**config.mk**
```make
export PLATFORM = sky130hd
export DESIGN_NAME = blsm_ctrl
export DESIGN_NICKNAME = d
export VERILOG_FILES = /design/src/rtl/blsm_pkg.sv /design/src/rtl/blsm_ctrl.sv
export SDC_FILE = /design/constraint.sdc
export NUM_CORES = 1
export LEC_CHECK = 0
export BUFFER_PORTS_ARGS = -buffer_cell sky130_fd_sc_hd__buf_2
export CORE_AREA = 2 2 39 41
export CTS_CLUSTER_DIAMETER = 60
export CTS_CLUSTER_SIZE = 24
export DETAILED_ROUTE_END_ITERATION = 12
export DIE_AREA = 0 0 41 43
export GPL_TIMING_DRIVEN = 0
export SYNTH_ARGS = -nofsm -noshare
export SYNTH_HDL_FRONTEND = slang
export SYNTH_SLANG_ARGS = --single-unit
```
**constraint.sdc**
```tcl
create_clock -name clk -period 1.4 [get_ports clk]
set_input_delay 0.35 -clock clk [delete_from_list [all_inputs] [get_ports clk]]
set_output_delay 0.35 -clock clk [all_outputs]
set_load 0.005 [all_outputs]
```
**src/rtl/blsm_pkg.sv**
```systemverilog
// Shared types, codes and character constants for the bracket loop stack machine.
// No dependencies.
`default_nettype none
package blsm_pkg;

	localparam logic [1:0] OP_LOAD    = 2'd0;
	localparam logic [1:0] OP_STEP    = 2'd1;
	localparam logic [1:0] OP_RESTART = 2'd2;

	localparam logic [1:0] KIND_NONE = 2'd0;
	localparam logic [1:0] KIND_NUM  = 2'd1;
	localparam logic [1:0] KIND_CHAR = 2'd2;

	localparam logic [1:0] ST_OK   = 2'd0;
	localparam logic [1:0] ST_HALT = 2'd1;
	localparam logic [1:0] ST_FULL = 2'd2;

	localparam logic [7:0] CH_ZERO    = 8'd48;
	localparam logic [7:0] DIGIT_BASE = 8'd10;
	localparam logic [7:0] CH_ADD     = 8'h2B; // '+'
	localparam logic [7:0] CH_MUL     = 8'h2A; // '*'
	localparam logic [7:0] CH_NEG     = 8'h5F; // '_'
	localparam logic [7:0] CH_NOT     = 8'h3D; // '='
	localparam logic [7:0] CH_FETCH   = 8'h3A; // ':'
	localparam logic [7:0] CH_STORE   = 8'h3B; // ';'
	localparam logic [7:0] CH_BREAK   = 8'h5E; // '^'
	localparam logic [7:0] CH_LBR     = 8'h5B; // '['
	localparam logic [7:0] CH_RBR     = 8'h5D; // ']'
	localparam logic [7:0] CH_PNUM    = 8'h50; // 'P'
	localparam logic [7:0] CH_PCHR    = 8'h70; // 'p'

	typedef struct packed {
		logic accept;
		logic decode;
		logic operand;
		logic execute;
		logic seek_rd;
		logic seek_cmp;
		logic clear;
		logic out_load;
	} blsm_cmd_t;

	typedef struct packed {
		logic step_go;
		logic seek_go;
		logic seek_more;
		logic clr_last;
	} blsm_sts_t;

	function automatic logic is_digit(input logic [7:0] c);
		return (c >= CH_ZERO) && (c < CH_ZERO + DIGIT_BASE);
	endfunction

endpackage
`default_nettype wire

```
**src/rtl/blsm_ctrl.sv**
```systemverilog
// Controller state machine for the bracket loop stack machine.
// Depends on blsm_pkg for the command and status structs.
`default_nettype none
module blsm_ctrl (
	input  wire logic              clk,
	input  wire logic              arst_n,
	input  wire logic              in_valid,
	output logic                   in_ready,
	output logic                   out_valid,
	input  wire logic              out_ready,
	input  wire blsm_pkg::blsm_sts_t sts,
	output blsm_pkg::blsm_cmd_t    cmd
);
	import blsm_pkg::*;

	localparam logic [2:0] S_CLR  = 3'd0;
	localparam logic [2:0] S_IDLE = 3'd1;
	localparam logic [2:0] S_DEC  = 3'd2;
	localparam logic [2:0] S_OPR  = 3'd3;
	localparam logic [2:0] S_EXE  = 3'd4;
	localparam logic [2:0] S_SRD  = 3'd5;
	localparam logic [2:0] S_SCMP = 3'd6;
	localparam logic [2:0] S_DONE = 3'd7;

	logic [2:0] state_q;
	logic [2:0] state_nxt;
	logic       out_valid_q;

	always_comb begin
		cmd       = '0;
		state_nxt = state_q;
		unique case (state_q)
			S_CLR: begin
				cmd.clear = 1'b1;
				if (sts.clr_last) state_nxt = S_IDLE;
			end
			S_IDLE: begin
				if (in_valid) begin
					cmd.accept = 1'b1;
					state_nxt  = sts.step_go ? S_DEC : S_DONE;
				end
			end
			S_DEC: begin
				cmd.decode = 1'b1;
				state_nxt  = S_OPR;
			end
			S_OPR: begin
				cmd.operand = 1'b1;
				state_nxt   = S_EXE;
			end
			S_EXE: begin
				cmd.execute = 1'b1;
				state_nxt   = sts.seek_go ? S_SRD : S_DONE;
			end
			S_SRD: begin
				cmd.seek_rd = 1'b1;
				state_nxt   = sts.seek_more ? S_SCMP : S_DONE;
			end
			S_SCMP: begin
				cmd.seek_cmp = 1'b1;
				state_nxt    = S_SRD;
			end
			S_DONE: begin
				if (!out_valid_q || out_ready) begin
					cmd.out_load = 1'b1;
					state_nxt    = S_IDLE;
				end
			end
			default: state_nxt = S_IDLE;
		endcase
	end

	always_ff @(posedge clk or negedge arst_n) begin
		if (!arst_n) begin
			state_q     <= S_CLR;
			out_valid_q <= 1'b0;
		end else begin
			state_q <= state_nxt;
			if (cmd.out_load) out_valid_q <= 1'b1;
			else if (out_ready) out_valid_q <= 1'b0;
		end
	end

	assign in_ready  = (state_q == S_IDLE);
	assign out_valid = out_valid_q;

endmodule
`default_nettype wire

```
After elaboration in Yosys (flattened, before gate mapping)
Cells that the tools add are included.
{"block": "totals", "word_cells": 36, "ff_bits": 4, "in_bits": 8}
{"block": "op_classes", "n_eq_ne": 10, "mux": 19, "reduce_logical": 5}
{"operator": "$pmux W3 S8", "n": 1}
{"operator": "$mux W1", "n": 13}
{"operator": "$eq A3 B3 Y1 const B", "n": 4}
{"operator": "$mux W3", "n": 4}
{"operator": "$eq A3 B2 Y1 const B", "n": 2}
{"operator": "$ne A2 B2 Y1 const B", "n": 3}
{"operator": "$eq A3 B1 Y1 const B", "n": 1}
{"operator": "$logic_not A3 Y1", "n": 1}
{"operator": "$reduce_and A3 Y1", "n": 1}
{"operator": "$mux W2", "n": 1}
{"operator": "$reduce_bool A2 Y1", "n": 1}
{"operator": "$logic_not A1 Y1", "n": 1}
{"operator": "$logic_or A1 B1 Y1", "n": 1}

Longest topological paths before layout
Gate-level depths: netlist (run 1).
{"block": "depth", "depth_word": 5, "ltp_mapped": 4, "mapped_depth_nobuf": 3}

Worst setup path before layout (run 1)
No wires, ideal clock.
{"block": "synth_timing", "path_type": "reg2reg", "start": "register state_q[2]", "end": "register state_q[0]", "setup_slack_ns": 0.045, "period_less_slack_ns": 1.355, "path_stages_with_launch": 4, "arrival_ns": 1.233, "setup_ns": 0.122, "path_cell_list": "dfrtp_1 buf_6 or4_1 a32o_1"}
{"block": "synth_between", "elab_chain_cells": 3, "elab_cells_between_ends": 13, "cone_classes": "10 x eq/ne; 1 x mux; 2 x reduce/logical"}
{"item": "from (decl)", "line_no": "blsm_ctrl.sv:25", "text": "logic [2:0] state_q;"}
{"item": "from (signal assigned)", "line_no": "blsm_ctrl.sv:78", "text": "state_q <= state_nxt;"}
{"item": "$eq A3 B3 Y1 (tied with other cells)", "line_no": "blsm_ctrl.sv:32", "text": "unique case (state_q)"}
{"item": "$ne A2 B2 Y1 (no line)"}
{"item": "$reduce_and A3 Y1 (no line)"}
Parallel ways exist; a longest one is shown, timed or not.
A chain may end at the register's enable or synchronous reset.

==> metrics.md, run 1 <==
| Metric | Value |
|---|---|
| Global-route usage over all layers | 15.3% |
| Skew-Pair Late Insertion Delay | 0.24 ns |
| Post-synth top area share | 33.9% |
| Main combinational cell family by area after synthesis | simple AND/OR/NAND/NOR gates |
| Final ANT Viol Nets | 0 |
| Met1 usage | 18.5% |
| R2r setup slk | -0.03 ns |
| Initial antenna violation count | 0 |
| Crit path from | state_q[1]$_DFFE_PN0P_ |
| Sequential Power Share | 17.4% |
| Yosys Warn Count | 0 |
| Number of synthesized flops with an enable pin | 0 |
| Grt peak-use layer | met2 |
| Routability cong. | 0.767 |
| Cells after Synth | 35 |
| I/O Buffers | 17 |
| Minimum clock period after layout | 1.49 ns |
| Wire per inst | 13.5 microns |
| Synth Area in XOR/XNOR | 0% |
| Core ar. | 0.00138 sq mm |
| Root Buffer | clkbuf_4 |
| Fmax | 671 MHz |
| Synth Cell Area | 295 sq um |
| Clk pwr share | 10.7% |
| RSZ-0062 raised after global routing | true |
| Leakage | 0.304 nW |
| Crit path to | cmd[3] |
| Total Wirelength | 1.13 mm |
| Detailed Route Iter0 Violations | 6 |
| DIE WIDTH | 41 microns |
| RR Startpoint | state_q[2]$_DFFE_PN0P_ |
| Die H | 43 microns |
| CTS tree | yes |
| Final Util | 45.9% |
| Max-slew headroom | 80.7% |
| TritonCTS buffer count | 3 |
| Setup TNS | -0.609 ns |
| Most used DFF post-synth | dfrtp_1 |
| Simple-Gate Fraction of Synth Area | 40.7% |
| CP max FO | 7 |
| PwrDens | 2240 mW/mm^2 |
| Setup violators final | 9 |
| Critical path capture point type | output pin |
| Full die area | 0.00176 sq mm |
| Largest net degree at the start of global routing | 11 |
| Max-cap violations | 0 |
| Clock Sinks | 4 |
| Comb pwr share | 71.8% |
| Final cycle utilization of the critical path | 106% |
| Worst Slack Setup Final | -0.0897 ns |
| Worst vdd ir | 0.000925 V |
| Congestion Overflow GR | 0 |
| Switch share | 40.4% |
| Row count | 14 |
| Vias in the first global route | 406 |
| Violated checks | setup timing |
| Final HPWL DP | 631 microns |
| Initial core utilization | 21.3% |
| # DRC | 0 |
| Via Count | 390 |
| Status | finished with violations |
| Compound-Gate Fraction of Synth Area | 17.8% |
| Cell taking the most area after synthesis | dfrtp_1 |
| Mapped Nets | 43 |
| H-tree depth | 1 |
| Area growth, synth to finish | 115% |
| Final hold viol count | 0 |
| Worst Clk Skew | 0.00204 ns |
| Synth Area per Inst | 8.44 sq um |
| # fillers | 144 |
| Async SR Flop Fraction | 100% |
| Synth Register Bits | 4 |
| Seq/Total Area, Yosys | 33.9% |
| R2R Path End | state_q[0]$_DFFE_PN0P_ |
| I/O Pins | 18 |
| Slew Limit Fails | 0 |
| Worst Path Required | 1.05 ns |
| Least-Margin Pin Slew | 0.288 ns |
| WP data arrival | 1.14 ns |
| Synth unique cells | 21 |
| Internal power | 0.850 mW |
| Worst hold path type | in -> reg |
| Net Sw Power | 0.576 mW |
| First-pass GRT wire length | 1.80 mm |
| Clk slew on worst S/H paths | 0.04 ns |
| Nets | 78 |
| Synth top cells by count | dfrtp_1 (4), nor2b_1 (4), nor3b_1 (3) |
| Drt first pass iters | 4 |
| Area contributors post-synth | dfrtp_1 (34%), nor2b_1 (8.5%), nor3b_1 (7.6%), and3_1 (4.2%), a221o_2 (3.8%) |
| Synth Area in Adders | 0% |
| Post-Layout Cell Count | 84 |
| Clock buffer depth | 2 |
| Crit Path Class | reg -> out |
| Met2 Use GR | 23.8% |
| Layout cells sized above 1 | 72.1% |
| Mux share of post-synthesis cell area | 0% |
| Via density | 4.64 |
| Crit path launch type | register |
| Reg2Reg Depth | 5 |
| Diode count | 0 |
| Placed insts | 68 |
| Global routing usage on met3 | 5.24% |
## critical path: stages (launching register included)
cell	delay [ns]
dfrtp_2	0.46
buf_8	0.16
nor3b_2	0.15
buf_2	0.14
## layer usage
| layer | routed length, microns | part of all wire (%) |
|---|---|---|
| met1 | 446 | 39 |
| met2 | 641 | 57 |
| met3 | 41 | 3.6 |
| met4 | 0 | 0 |
| met5 | 0 | 0 |
## power groups by stage
stage	registers [mW]	clock network, mW	logic (mW)
floorplan	0.221	0	0.339
global placement	0.235	0	0.502
detailed placement	0.236	0	0.509
CTS	0.238	0.159	0.893
global route	0.256	0.171	1.10
finish	0.249	0.153	1.02
## cells in the final DEF (no fill, tap or decap), types with 2 or more instances in the layout
| cell | instances |
|---|---|
| buf_4 | 10 |
| o21ai_0 | 2 |
| clkbuf_4 | 3 |
| buf_6 | 3 |
| nor3b_2 | 2 |
| buf_2 | 16 |
| dfrtp_1 | 2 |
| nand2_1 | 2 |
| clkbuf_8 | 2 |
| dfrtp_2 | 2 |
| nor2b_1 | 3 |
## timing repair
action,in CTS,in global routing
gates cloned,2,0
setup buffers,9,1
hold endpoints to repair,4,0
resized for setup,21,9
endpoints found under the setup margin,10,10
pin swaps,3,5
hold buffers,1,0
## state kept, by name, indices dropped and copies added, names as in the netlist
name       count
out_valid      1
state_q        3
## cell families (layout without fill, tap and decap cells)
| kind of cell | count (synthesis) | after routing |
|---|---|---|
| AND/OR/NAND/NOR | 20 | 20 |
| AO/OA/AOI/OAI | 7 | 7 |
| flip-flops | 4 | 4 |
| buffers and inverters | 4 | 37 |
## per-stage QoR
step	cell area, sq um	hold slack (ns)	worst slack [ns]	total power, mW
4_1_cts	591	0.402	-0.0993	1.29
6_report	636	0.404	-0.0897	1.43
5_1_grt	636	0.434	-0.157	1.53
3_5_place_dp	400	0.159	-0.125	0.746
3_3_place_gp	400	0.156	-0.134	0.737
2_1_floorplan	295	0.0544	0.0453	0.560
## final cells by class
| class | instances | area, sq um | area share, % |
|---|---|---|---|
| multi-input combinational | 27 | 238 | 37.4 |
| buffer | 3 | 40.0 | 6.30 |
| inverter | 1 | 11.3 | 1.77 |
| clock buffer | 3 | 22.5 | 3.54 |
| sequential | 4 | 103 | 16.1 |
| tap | 16 | 20.0 | 3.15 |
| timing repair buffer | 30 | 201 | 31.7 |
## how the worst min path moves through the flow
| stage | from | cells past startpoint | end | slack, ns |
|---|---|---|---|---|
| finish | out_ready | 3 | out_valid$_DFFE_PN0P_ | 0.40 |
| global route | out_ready | 3 | out_valid$_DFFE_PN0P_ | 0.43 |
| CTS | out_ready | 3 | out_valid$_DFFE_PN0P_ | 0.40 |
| detailed placement | arst_n | 1 | state_q[2]$_DFFE_PN0P_ | 0.16 |
| global placement | arst_n | 1 | state_q[2]$_DFFE_PN0P_ | 0.16 |
| floorplan | arst_n | 0 | out_valid$_DFFE_PN0P_ | 0.05 |
Note: power is estimated with default switching activity, not from simulation.
==> inputs of run 2 (changes only) <==
Settings changed: BUFFER_PORTS_ARGS -buffer_cell sky130_fd_sc_hd__buf_2 to not set, DONT_BUFFER_PORTS set to 1.
==> run 2 against run 1 <==
Against the previous run: the run still ends with setup timing left; via count decreased by 23%; global-route usage decreased by 4.1 points; utilization decreased by 12 points; non-clock buffer count decreased by 24; fmax increased by 6.2%; combinational power decreased by 30%; clock power decreased by 3%; sequential share of layout area increased by 5.7 points.
==> metrics.md, run 2 (synthesized netlist as in run 1, its figures left out) <==
| Metric | Value |
|---|---|
| Place WS | -0.0458 ns |
| Post-route cell area | 469 sq um |
| Worst Path Required | 1.05 ns |
| Max-cap violations | 0 |
| RR Startpoint | state_q[2]$_DFFE_PN0P_ |
| Crit path launch type | register |
| CP max FO | 7 |
| Core ar. | 0.00138 sq mm |
| R2R Path End | state_q[0]$_DFFE_PN0P_ |
| Violated checks | setup timing |
| Setup TNS | -0.00217 ns |
| Detailed Route Iter0 Violations | 2 |
| Diode count | 0 |
| RSZ-0062 raised after global routing | true |
| Row count | 14 |
| Crit Path Class | reg -> out |
| Largest register FFs | 3 |
| Initial antenna violation count | 0 |
| Global-route usage over all layers | 11.2% |
| Reg2Reg Depth | 3 |
| H-tree depth | 1 |
| # fillers | 146 |
| Worst Clk Skew | 0.00294 ns |
| Placed insts | 51 |
| Crit path to | cmd[7] |
| Worst Slack Setup Final | -0.00217 ns |
| Vias in the first global route | 297 |
| Nets | 54 |
| Crit path from | state_q[1]$_DFFE_PN0P_ |
| Area growth, synth to finish | 58.9% |
| Final ANT Viol Nets | 0 |
| Final HPWL DP | 556 microns |
| TritonCTS buffer count | 3 |
| I/O Buffers | 0 |
| Post-DP Area | 315 sq um |
| Leakage | 0.184 nW |
| Fmax | 713 MHz |
| Total Wirelength | 855 microns |
| PwrDens | 2380 mW/mm^2 |
| Status | finished with violations |
| Highest-count cells in the layout ignoring fill and taps | buf_6 (5), nor2b_1 (4), clkbuf_4 (3) |
| R2r setup slk | 0.01 ns |
| Full die area | 0.00176 sq mm |
| Worst vdd ir | 0.000996 V |
| Clock buffer depth | 2 |
| Minimum clock period after layout | 1.40 ns |
| # DRC | 0 |
| Power consumption | 1.12 mW |
| First-pass GRT wire length | 1.31 mm |
| Clock Sinks | 4 |
| I/O Pins | 18 |
| Commonest non-fill, non-tap cell in the layout | buf_6 |
| Least-Margin Pin Slew | 0.261 ns |
| Final cycle utilization of the critical path | 100% |
| Wire per inst | 14.3 microns |
| CTS tree | yes |
| Largest net degree at the start of global routing | 11 |
| Drt first pass iters | 5 |
| Max-slew headroom | 82.6% |
| Initial core utilization | 21.3% |
| Root Buffer | clkbuf_4 |
| Critical path capture point type | output pin |
| Layout cells sized above 1 | 52.3% |
| Largest reg by FF count | state_q |
| Skew-Pair Late Insertion Delay | 0.24 ns |
| Worst hold path type | in -> reg |
| Routability cong. | 0.733 |
| Die H | 43 microns |
| Post-Layout Cell Count | 60 |
| DIE WIDTH | 41 microns |
| Slew Limit Fails | 0 |
| WP data arrival | 1.05 ns |
| Setup violators final | 1 |
| Clk slew on worst S/H paths | 0.04 ns |
| Via density | 5.03 |
| Final hold viol count | 0 |
| Congestion Overflow GR | 0 |
| Via Count | 302 |
## run 2: changes by cell type in the layout (fill, tap and decap cells not counted), sizes merged
cell / change
buf: -22
clkbuf: -2
## run 2: worst min path at each step
stage | startpoint | to | depth (start not counted)
2_1_floorplan | arst_n | out_valid$_DFFE_PN0P_ | 0
3_3_place_gp | arst_n | state_q[2]$_DFFE_PN0P_ | 0
3_5_place_dp | arst_n | state_q[1]$_DFFE_PN0P_ | 0
4_1_cts | out_ready | out_valid$_DFFE_PN0P_ | 2
5_1_grt | out_ready | out_valid$_DFFE_PN0P_ | 2
6_report | out_ready | out_valid$_DFFE_PN0P_ | 2
## run 2: metal layers
metal / wire, microns / part of all wire, % / GRT usage, % / vias to the layer above
met3: 60 / 7.0 / 4.71 / 0
met2: 458 / 54 / 15.6 / 8
met4: 0 / 0 / 6.00 / 0
met5: 0 / 0 / 0 / -
li1: - / - / - / 149
met1: 336 / 39 / 14.1 / 145
## run 2: what timing repair did
item	4_1_cts	5_1_grt
hold buffers	1	0
gates cloned	1	0
hold endpoints to repair	4	0
setup buffers	4	0
resized for setup	14	11
endpoints found under the setup margin	9	10
pin swaps	3	1
## run 2: layout make-up
type,instances,area (sq um),share of cell area [%]
repair buffers,6,58.8,12.5
well taps,16,20.0,4.27
plain buffers,3,37.5,8.00
multi-input cells,27,224,47.7
flip-flops and latches,4,103,21.9
inverters,1,3.75,0.800
clock buffers,3,22.5,4.80
## run 2: through the flow
stage	hold slack (ns)	util (%)
CTS	0.314	31.5
finish	0.313	33.9
floorplan	0.0544	-
global placement	0.0545	22.8
detailed placement	0.0545	22.8
global route	0.337	33.9
## run 2: power by group
group          internal [mW]  switching, mW
logic                  0.374          0.342
registers              0.179         0.0739
clock network         0.0962         0.0523
total                  0.649          0.468
## run 2: critical path, stage by stage (launching register included)
cell,delay (ns)
dfrtp_2,0.45
nor2b_1,0.17
and3_1,0.19
==> inputs of run 3 (changes only) <==
Settings changed: SETUP_SLACK_MARGIN set to 0.2.
==> run 3 against run 2 <==
Against the previous run: final area increased by 4.8%; largest power group unchanged; first-iteration DRC count unchanged; non-clock buffer count increased by 1; die area unchanged; sequential share of layout area decreased by 1.3 points; critical endpoint unchanged; the flow still finishes with violations (setup timing); register-to-register slack improved by 0.06 ns; via count decreased by 2.6%; critical path depth increased by 1.
==> metrics.md, run 3 (synthesized netlist as in run 1, its figures left out) <==
| Metric | Value |
|---|---|
| TritonCTS buffer count | 3 |
| Initial core utilization | 21.3% |
| Wire per inst | 15.0 microns |
| Nets | 55 |
| Die H | 43 microns |
| Final hold viol count | 0 |
| Total Wirelength | 916 microns |
| I/O Pins | 18 |
| Skew-Pair Late Insertion Delay | 0.23 ns |
| CTS tree | yes |
| Vias in the first global route | 304 |
| WP data arrival | 1.07 ns |
| Core ar. | 0.00138 sq mm |
| Crit Path Class | reg -> out |
| Worst hold path type | in -> reg |
| Clk slew on worst S/H paths | 0.04 ns |
| Worst Hold End | out_valid$_DFFE_PN0P_ |
| Full die area | 0.00176 sq mm |
| Critical path capture point type | output pin |
| First-pass GRT wire length | 1.35 mm |
| Final HPWL DP | 561 microns |
| Slew Limit Fails | 0 |
| CP max FO | 4 |
| PwrDens | 2340 mW/mm^2 |
| # fillers | 142 |
| Status | finished with violations |
| Initial antenna violation count | 0 |
| Congestion Overflow GR | 0 |
| RSZ-0062 raised after global routing | true |
| Fmax | 702 MHz |
| Clock buffer depth | 2 |
| Worst vdd ir | 0.000803 V |
| RR Startpoint | state_q[1]$_DFFE_PN0P_ |
| Detailed Route Iter0 Violations | 2 |
| Reg2Reg Depth | 2 |
| H-tree depth | 1 |
| Clock Sinks | 4 |
| Largest net degree at the start of global routing | 11 |
| HP Start | out_ready |
| Root Buffer | clkbuf_4 |
| Via Count | 294 |
| Worst Clk Skew | 0.00431 ns |
| Final cycle utilization of the critical path | 102% |
| R2R Path End | state_q[0]$_DFFE_PN0P_ |
| Row count | 14 |
| Commonest non-fill, non-tap cell in the layout | buf_6 |
| Minimum clock period after layout | 1.42 ns |
| Final Util | 35.5% |
| Crit path launch type | register |
| Layout cells sized above 1 | 60.0% |
| Drt first pass iters | 4 |
| Diode count | 0 |
| Worst hold stages | 2 |
| Routability cong. | 0.800 |
| Area growth, synth to finish | 66.5% |
| Final ANT Viol Nets | 0 |
| Leakage | 0.191 nW |
| Max-slew headroom | 82.6% |
| Max-cap violations | 0 |
| I/O Buffers | 0 |
| Largest reg by FF count | state_q |
| DIE WIDTH | 41 microns |
| Global-route usage over all layers | 11.9% |
| Worst Path Required | 1.05 ns |
| Violated checks | setup timing |
| # DRC | 0 |
| Worst Slack Setup Final | -0.0248 ns |
| Setup violators final | 1 |
| Setup TNS | -0.0248 ns |
| Least-Margin Pin Slew | 0.260 ns |
| R2r setup slk | 0.07 ns |
| Via density | 4.82 |
| Largest register FFs | 3 |
[run 3: stage by stage]
step           total power, mW  std cells  hold slack (ns)  worst slack, ns  cell area, sq um
2_1_floorplan            0.567         35           0.0544            0.156               298
3_3_place_gp             0.642         51           0.0545           0.0891               318
3_5_place_dp             0.656         51           0.0545           0.0863               318
4_1_cts                   1.10         60            0.310          0.00177               473
5_1_grt                   1.22         61            0.368          -0.0473               492
6_report                  1.15         61            0.339          -0.0248               492
[run 3: final cells by class]
class	instances	area [sq um]	share of cell area [%]
Timing Repair Buffer	7	66.3	13.5
Sequential cell	4	101	20.6
Multi-Input combinational cell	27	235	47.8
Clock buffer	3	22.5	4.58
Tap cell	16	20.0	4.07
Buffer	3	40.0	8.14
Inverter	1	6.26	1.27
[run 3: report_power, final]
group	internal, mW	total [mW]	switching [mW]
combinational	0.395	0.765	0.371
clock	0.0960	0.144	0.0481
sequential	0.176	0.239	0.0635
[run 3: critical path, cell delays in order (launching register included)]
cell and delay (ns):
dfrtp_1 0.41, buf_6 0.15, nor2b_4 0.10, and3_4 0.18
[run 3: how the worst max path moves through the flow]
stage | startpoint | to | slack [ns] | depth (start not counted)
detailed placement | state_q[1]$_DFFE_PN0P_ | state_q[0]$_DFFE_PN0P_ | 0.09 | 2
CTS | state_q[1]$_DFFE_PN0P_ | cmd[7] | 0.002 | 3
global route | state_q[1]$_DFFE_PN0P_ | cmd[0] | -0.05 | 3
floorplan | state_q[1]$_DFFE_PN0P_ | state_q[0]$_DFFE_PN0P_ | 0.16 | 2
finish | state_q[1]$_DFFE_PN0P_ | cmd[7] | -0.02 | 3
global placement | state_q[0]$_DFFE_PN0P_ | state_q[0]$_DFFE_PN0P_ | 0.09 | 2
[run 3: metal layers]
| metal | wire, microns | track usage [%] |
|---|---|---|
| met5 | 0 | 0 |
| met4 | 0 | 8.00 |
| met3 | 51 | 2.62 |
| met2 | 501 | 18.8 |
| met1 | 362 | 13.4 |
[run 3: repair_timing]
action / in CTS / in global routing
setup endpoints to repair: 11 / 11
hold buffers: 1 / 0
resized for setup: 22 / 3
hold endpoints to repair: 4 / 0
pin swaps: 5 / 1
buffers inserted: 5 / 1
